<file path="src/hw/rtl/dmx_pkg.sv">
// Package for the DMX512 frame transmitter: phase codes, register indexes
// and the structs that travel between the core, the output queue and the top.
// No dependencies.
package dmx_pkg;

   localparam int unsigned DATA_BITS     = 8;
   localparam int unsigned BITS_PER_BYTE = 11;
   localparam int unsigned TICK_W        = 20;
   localparam int unsigned BITIDX_W      = 4;
   localparam int unsigned CSR_DATA_W    = 20;
   localparam int unsigned CSR_INDEX_W   = 2;

   localparam logic [15:0] BIT_TICKS_RESET   = 16'd288;
   localparam logic [19:0] BREAK_TICKS_RESET = 20'd7200;
   localparam logic [15:0] MAB_TICKS_RESET   = 16'd864;

   localparam logic [CSR_INDEX_W-1:0] REG_BIT_TICKS   = 2'd0;
   localparam logic [CSR_INDEX_W-1:0] REG_BREAK_TICKS = 2'd1;
   localparam logic [CSR_INDEX_W-1:0] REG_MAB_TICKS   = 2'd2;

   typedef enum logic [2:0] {
      PH_IDLE  = 3'd0,
      PH_BREAK = 3'd1,
      PH_MAB   = 3'd2,
      PH_WAIT  = 3'd3,
      PH_BITS  = 3'd4
   } phase_type;

   typedef struct packed {
      logic [15:0] bit_ticks;
      logic [19:0] break_ticks;
      logic [15:0] mab_ticks;
   } dmx_cfg_type;

   typedef struct packed {
      logic       start_frame;
      logic       byte_valid;
      logic [7:0] byte_value;
      logic       byte_last;
   } dmx_req_type;

   typedef struct packed {
      logic tx_line;
      logic byte_taken;
      logic busy_res;
      logic frame_done;
   } dmx_result_type;

endpackage

</file>
<file path="src/hw/rtl/dmx512_frame_transmitter_unit.sv">
// Top level of the DMX512 frame transmitter: timing registers, line state
// machine and result queue. Depends on dmx_pkg, dmx_core and dmx_outq.
//
//   channel | direction | handshake        | payload
//   req     | in        | req_valid/stall  | start_frame, byte_valid, byte_value, byte_last
//   rsp     | out       | rsp_valid/stall  | tx_line, byte_taken, busy_res, frame_done
//   csr     | in        | csr_write_enable | csr_index, csr_write_data
//
// One item is one tick; an item is accepted every cycle while req_stall is low
// and its result is registered in the result register, or in its skid entry.
// The core is a single registered step.
// req_stall rises only when both the result register and its skid entry hold
// items, and comes from a flip-flop. Synchronous reset idles the line state
// and restores the default tick counts.
module dmx512_frame_transmitter_unit
   import dmx_pkg::*;
(
   input  logic                   clock,
   input  logic                   reset,
   input  logic                   req_valid,
   output logic                   req_stall,
   input  logic                   req_start_frame,
   input  logic                   req_byte_valid,
   input  logic [7:0]             req_byte_value,
   input  logic                   req_byte_last,
   output logic                   rsp_valid,
   input  logic                   rsp_stall,
   output logic                   rsp_tx_line,
   output logic                   rsp_byte_taken,
   output logic                   rsp_busy_res,
   output logic                   rsp_frame_done,
   input  logic                   csr_write_enable,
   input  logic [CSR_INDEX_W-1:0] csr_index,
   input  logic [CSR_DATA_W-1:0]  csr_write_data
);

   dmx_cfg_type    cfg_ff;
   dmx_req_type    req;
   dmx_result_type core_result;
   dmx_result_type rsp_data;
   logic           accept;
   logic           queue_full;

   always_ff @(posedge clock) begin
      if (reset) begin
         cfg_ff.bit_ticks   <= BIT_TICKS_RESET;
         cfg_ff.break_ticks <= BREAK_TICKS_RESET;
         cfg_ff.mab_ticks   <= MAB_TICKS_RESET;
      end else if (csr_write_enable) begin
         case (csr_index)
            REG_BIT_TICKS:   cfg_ff.bit_ticks   <= csr_write_data[15:0];
            REG_BREAK_TICKS: cfg_ff.break_ticks <= csr_write_data;
            REG_MAB_TICKS:   cfg_ff.mab_ticks   <= csr_write_data[15:0];
            default: begin
            end
         endcase
      end
   end

   assign req.start_frame = req_start_frame;
   assign req.byte_valid  = req_byte_valid;
   assign req.byte_value  = req_byte_value;
   assign req.byte_last   = req_byte_last;

   assign req_stall = queue_full;
   assign accept    = req_valid && !queue_full;

   dmx_core u_core (
      .clock  (clock),
      .reset  (reset),
      .accept (accept),
      .req    (req),
      .cfg    (cfg_ff),
      .result (core_result)
   );

   dmx_outq u_outq (
      .clock     (clock),
      .reset     (reset),
      .push      (accept),
      .push_data (core_result),
      .full      (queue_full),
      .out_valid (rsp_valid),
      .out_stall (rsp_stall),
      .out_data  (rsp_data)
   );

   assign rsp_tx_line    = rsp_data.tx_line;
   assign rsp_byte_taken = rsp_data.byte_taken;
   assign rsp_busy_res   = rsp_data.busy_res;
   assign rsp_frame_done = rsp_data.frame_done;

endmodule

</file>
<file path="src/hw/rtl/dmx_core.sv">
// Line timing state machine: one accepted item advances the frame by one tick
// and yields that tick's result. Depends on dmx_pkg.
module dmx_core
   import dmx_pkg::*;
(
   input  logic           clock,
   input  logic           reset,
   input  logic           accept,
   input  dmx_req_type    req,
   input  dmx_cfg_type    cfg,
   output dmx_result_type result
);

   phase_type             phase_ff, phase_in, phase_mid;
   logic [TICK_W-1:0]     tick_ff, tick_in, tick_mid, tick_inc, dur;
   logic [BITIDX_W-1:0]   bit_index_ff, bit_index_in, bit_index_mid, bit_index_inc;
   logic [BITIDX_W-1:0]   data_pos;
   logic [DATA_BITS-1:0]  shift_ff, shift_in;
   logic                  final_ff, final_in;
   logic                  taken;
   logic                  count_done;
   logic                  done;

   // Entry step: a frame request or a byte take happens on the same tick.
   always_comb begin
      phase_mid     = phase_ff;
      tick_mid      = tick_ff;
      bit_index_mid = bit_index_ff;
      shift_in      = shift_ff;
      final_in      = final_ff;
      taken         = 1'b0;
      if (phase_ff == PH_IDLE && req.start_frame) begin
         phase_mid = PH_BREAK;
         tick_mid  = '0;
      end else if (phase_ff == PH_WAIT && req.byte_valid) begin
         shift_in      = req.byte_value;
         final_in      = req.byte_last;
         bit_index_mid = '0;
         tick_mid      = '0;
         phase_mid     = PH_BITS;
         taken         = 1'b1;
      end
   end

   always_comb begin
      case (phase_mid)
         PH_BREAK: dur = cfg.break_ticks;
         PH_MAB:   dur = {{(TICK_W-16){1'b0}}, cfg.mab_ticks};
         PH_BITS:  dur = {{(TICK_W-16){1'b0}}, cfg.bit_ticks};
         default:  dur = '0;
      endcase
   end

   // A duration of zero still finishes after one tick since the compare
   // is against the incremented count.
   assign tick_inc      = tick_mid + 1'b1;
   assign count_done    = (tick_inc >= dur);
   assign bit_index_inc = bit_index_mid + 1'b1;

   // Next state.
   always_comb begin
      phase_in     = phase_mid;
      tick_in      = tick_mid;
      bit_index_in = bit_index_mid;
      done         = 1'b0;
      case (phase_mid)
         PH_BREAK, PH_MAB: begin
            tick_in = count_done ? '0 : tick_inc;
            if (count_done) begin
               phase_in = (phase_mid == PH_BREAK) ? PH_MAB : PH_WAIT;
            end
         end
         PH_BITS: begin
            tick_in = count_done ? '0 : tick_inc;
            if (count_done) begin
               bit_index_in = bit_index_inc;
               if (bit_index_inc >= BITIDX_W'(BITS_PER_BYTE)) begin
                  bit_index_in = '0;
                  if (final_in) begin
                     phase_in = PH_IDLE;
                     done     = 1'b1;
                  end else begin
                     phase_in = PH_WAIT;
                  end
               end
            end
         end
         default: begin
         end
      endcase
   end

   assign data_pos = bit_index_mid - 1'b1;

   // Outputs for this tick.
   always_comb begin
      result.byte_taken = taken;
      result.frame_done = done;
      result.busy_res   = (phase_mid != PH_IDLE);
      case (phase_mid)
         PH_BREAK: result.tx_line = 1'b0;
         PH_BITS: begin
            if (bit_index_mid == '0) begin
               result.tx_line = 1'b0;
            end else if (bit_index_mid <= BITIDX_W'(DATA_BITS)) begin
               result.tx_line = shift_in[data_pos[2:0]];
            end else begin
               result.tx_line = 1'b1;
            end
         end
         default: result.tx_line = 1'b1;
      endcase
   end

   always_ff @(posedge clock) begin
      if (reset) begin
         phase_ff     <= PH_IDLE;
         tick_ff      <= '0;
         bit_index_ff <= '0;
         shift_ff     <= '0;
         final_ff     <= 1'b0;
      end else if (accept) begin
         phase_ff     <= phase_in;
         tick_ff      <= tick_in;
         bit_index_ff <= bit_index_in;
         shift_ff     <= shift_in;
         final_ff     <= final_in;
      end
   end

endmodule

</file>
<file path="src/hw/rtl/dmx_outq.sv">
// Result register with a skid entry behind it, so the input side's stall is
// a registered signal. Depends on dmx_pkg.
module dmx_outq
   import dmx_pkg::*;
(
   input  logic           clock,
   input  logic           reset,
   input  logic           push,
   input  dmx_result_type push_data,
   output logic           full,
   output logic           out_valid,
   input  logic           out_stall,
   output dmx_result_type out_data
);

   logic           main_valid_ff, main_valid_in;
   logic           skid_valid_ff, skid_valid_in;
   dmx_result_type main_ff, main_in;
   dmx_result_type skid_ff, skid_in;
   logic           pop;

   assign pop = main_valid_ff && !out_stall;

   always_comb begin
      main_valid_in = main_valid_ff;
      skid_valid_in = skid_valid_ff;
      main_in       = main_ff;
      skid_in       = skid_ff;
      if (pop) begin
         main_valid_in = skid_valid_ff;
         main_in       = skid_ff;
         skid_valid_in = 1'b0;
      end
      // A push only happens while the skid entry is empty.
      if (push) begin
         if (!main_valid_ff || pop) begin
            main_valid_in = 1'b1;
            main_in       = push_data;
         end else begin
            skid_valid_in = 1'b1;
            skid_in       = push_data;
         end
      end
   end

   always_ff @(posedge clock) begin
      if (reset) begin
         main_valid_ff <= 1'b0;
         skid_valid_ff <= 1'b0;
      end else begin
         main_valid_ff <= main_valid_in;
         skid_valid_ff <= skid_valid_in;
      end
   end

   always_ff @(posedge clock) begin
      main_ff <= main_in;
      skid_ff <= skid_in;
   end

   assign full      = skid_valid_ff;
   assign out_valid = main_valid_ff;
   assign out_data  = main_ff;

endmodule

</file>
<file path="config.mk">
export PLATFORM = sky130hd
export DESIGN_NAME = dmx512_frame_transmitter_unit
export DESIGN_NICKNAME = d
export VERILOG_FILES = /design/src/hw/rtl/dmx_pkg.sv /design/src/hw/rtl/dmx512_frame_transmitter_unit.sv /design/src/hw/rtl/dmx_core.sv /design/src/hw/rtl/dmx_outq.sv
export SDC_FILE = /design/constraint.sdc
export NUM_CORES = 1
export LEC_CHECK = 0
export BUFFER_PORTS_ARGS = -buffer_cell sky130_fd_sc_hd__buf_2
export CELL_PAD_IN_SITES_DETAIL_PLACEMENT = 1
export CELL_PAD_IN_SITES_GLOBAL_PLACEMENT = 2
export CORE_MARGIN = 5
export CORE_UTILIZATION = 38
export DETAILED_ROUTE_END_ITERATION = 8
export GPL_ROUTABILITY_DRIVEN = 0
export HOLD_SLACK_MARGIN = 0.02
export PLACE_DENSITY_LB_ADDON = 0.1
export SYNTH_ARGS = -nofsm -noshare
export SYNTH_HDL_FRONTEND = slang
export SYNTH_SLANG_ARGS = --single-unit
</file>
<file path="constraint.sdc">
create_clock -name clock -period 12.5 [get_ports clock]
set_clock_uncertainty 0.1 [all_clocks]
set_input_delay 2.5 -clock clock [delete_from_list [all_inputs] [get_ports clock]]
set_output_delay 2.5 -clock clock [all_outputs]
set_load 0.01 [all_outputs]
</file>
==> impl_metrics.ini <==
[sta]
worst_slew_pin_slew_ns = 0.9574
period_share_pct = 50.84
slew_headroom_pct = 35.98
hold_violations = 0
finalMaxSlewViolations = 0
fmax_mhz = 157.4
grt_setup_unrepaired = no
setup_viol = 0
tns_ns = 0
fin_crit_ns = 6.355

[synthesis]
synth_cell_types = 60
yosysSeqAreaShare_pct = 38.54
ys.warnings.count = 0
netlist_instances = 662
syn_nets = 724
synth-seq-cells = 98
syn-mean-instance-area_um2 = 7.847
synth_area_mm2 = 0.005195
synth_edf_count = 4
synth_flop_cell = dfxtp_1
async_reset_ff_share_pct = 0

[grt]
grt-ovfl-total = 0
grt_pass1_wl_um = 26020
grtUsageTotal_pct = 19.96
grt_pass1_vias = 4997
grt_max_degree = 80
antenna_found_initial = 0

[cells_and_area]
fin_util_pct = 43.58
antenna_cells = 0
layout.nets = 741
syn2layout_area_growth_pct = 11.97
final_cell_mix = 168 x nand2_1, 94 x dfxtp_1, 76 x a21oi_1
final_common_cell = nand2_1
drive_gt1_share_pct = 11.11

[drt]
totalWireLength_um = 15920
met3_length_um = 597
drc = 0
top_layer_used = met4
first_pass_iters = 6
route.met2.wl_um = 7392
drt_iter0_markers = 311
viasPerCell = 5.676
num_vias = 4881
wl_per_cell_um = 18.51
drtAntennaViolNets = 0
wl_met1_um = 7733

[clocking]
post_cts_buffers = 0
htreeDepth = 3
cts-root-buf = clkbuf_16
cts_made_buffers = 9
cts_hold_buf = 0
clkSlewWorstSetupHoldPaths_ns = 0.07
cts.sinks = 98
tritoncts = yes
clock_latency_ns = 0.35
ctsResizeCount = 0
clk_path_buf_depth = 2

[floorplanning]
ios = 44
dieArea_mm2 = 0.01611
initial_core_util_pct = 38.92
num_rows = 42
fp.dieW_um = 126.9
die_y_um = 126.9
design.core.area_mm2 = 0.01335

[worst_setup_path]
r2r_cells = 15
path_class = primary input to register
cp-end-kind = register
crit_path_max_fanout = 18
reg2reg_to = u_core.tick_ff[11]$_SDFFE_PP0P_
setup.worst_path.start = req_start_frame
crit_path_end = u_core.tick_ff[11]$_SDFFE_PP0P_
r2r-start = u_core.phase_ff[0]$_SDFFE_PP0P_
worstPathRequired_ns = 12.64
regToRegSetupSlack_ns = 7.69
worst_setup_path_start_kind = primary input
arrival_ns = 6.50

[pwr]
clkPwrFrac_pct = 41.7
p_comb_share_pct = 10.2
design_power_total_mw = 0.6923
p_sw_share_pct = 26.08
power.switching_mw = 0.1805
cellPowerDensity_mw_per_mm2 = 119.0
cell_internal_pwr_mw = 0.5118
power_frac_seq_pct = 48.1
ir_drop_mv = 0.07083
p_leak_nw = 2.198

[placement]
detailed_place_hpwl_um = 11270
port_buffers = 43

[flow_run]
cap_violations = 0

[worst_hold_path]
hold_path.startpoint = u_core.shift_ff[7]$_SDFFE_PP0P_
hold_class = register to register

[status]
outcome = completed
state kept, by name, indices dropped and copies added, names as in the netlist, named ones only:
name,flops
cfg_ff,52
u_core.bit_index_ff,4
u_core.final_ff,1
u_core.phase_ff,3
u_core.shift_ff,8
u_core.tick_ff,20
u_outq.out_data,4
u_outq.out_valid,1
u_outq.skid_ff,4
metal layers:
metal,up-vias,track usage (%)
met2,102,32.81
met3,12,2.312
met4,0,5.678
li1,2390,-
met5,-,0
met1,2377,27.67
critical path, cell delays in order:
cell and delay (ns):
buf_2 0.14, or3b_1 0.19, a21o_1 0.24, and2_1 0.24, ha_1 0.26, nand2_1 0.10
nor3_1 0.41, nand4_1 0.25, xor2_1 0.22, nor2_1 0.06, ha_1 0.29, and4_1 0.20
nand2_1 0.11, or3_1 0.68, and3_1 0.38, a22o_1 0.22
cell type report:
type,count,area [um2]
fillers,1637,7531
multi-input cells,508,2980
flip-flops and latches,98,2002
repair buffers,49,260.3
clock buffers,11,242.7
well taps,176,220.2
clock inverters,5,62.56
inverters,13,48.80
stage by stage:
step | hold WS, ns | std cells | instance area [um2] | setup WS [ns]
final | 0.3563 | 860 | 5817 | 6.145
after global routing | 0.3751 | 860 | 5817 | 5.722
after CTS | 0.3602 | 860 | 5817 | 6.090
after detailed placement | 0.3496 | 844 | 5512 | 5.718
after global placement | 0.3419 | 844 | 5512 | 5.756
after floorplan | 0.3249 | 662 | 5195 | 6.712
worst min path at each step:
stage | to | slack [ns] | depth (start not counted)
after floorplan | u_core.tick_ff[19]$_SDFFE_PP0P_ | 0.32 | 2
after global placement | u_core.shift_ff[3]$_SDFFE_PP0P_ | 0.34 | 2
after detailed placement | cfg_ff[47]$_SDFFE_PP0P_ | 0.35 | 2
after CTS | u_core.shift_ff[7]$_SDFFE_PP0P_ | 0.36 | 2
after global routing | cfg_ff[36]$_SDFFE_PP0P_ | 0.38 | 2
final | u_core.shift_ff[7]$_SDFFE_PP0P_ | 0.36 | 2
kinds of logic after synthesis:
family	after synthesis	synth area share, %
XOR/XNOR	18	3.035
adder cells (fa/ha/maj)	24	5.780
buffers and inverters	56	4.287
AO/OA/AOI/OAI	162	20.18
AND/OR/NAND/NOR	297	26.11
multiplexers	7	2.071
flip-flops	98	38.54
power groups by stage:
stage | sequential, mW | clock (mW) | combinational (mW)
5_1_grt | 0.334 | 0.306 | 0.0795
3_5_place_dp | 0.340 | 0 | 0.0710
3_3_place_gp | 0.340 | 0 | 0.0688
6_report | 0.333 | 0.289 | 0.0704
2_1_floorplan | 0.337 | 0 | 0.0447
4_1_cts | 0.333 | 0.298 | 0.0712
Yosys cell counts, drive strengths merged, types with 8 or more instances:
cell type,number,area (um2)
o211ai,8,60.06
dfxtp,94,1882
inv,13,48.79
nand2,168,630.6
a22o,10,87.58
o21ai,16,80.08
nand4,15,93.84
ha,24,300.3
nand3,14,70.07
nor2,45,168.9
a222oi,16,160.2
xor2,12,105.1
a21oi,76,380.4
nand3b,12,90.09
clkbuf,36,135.1
Power figures use the tool's default switching activity.
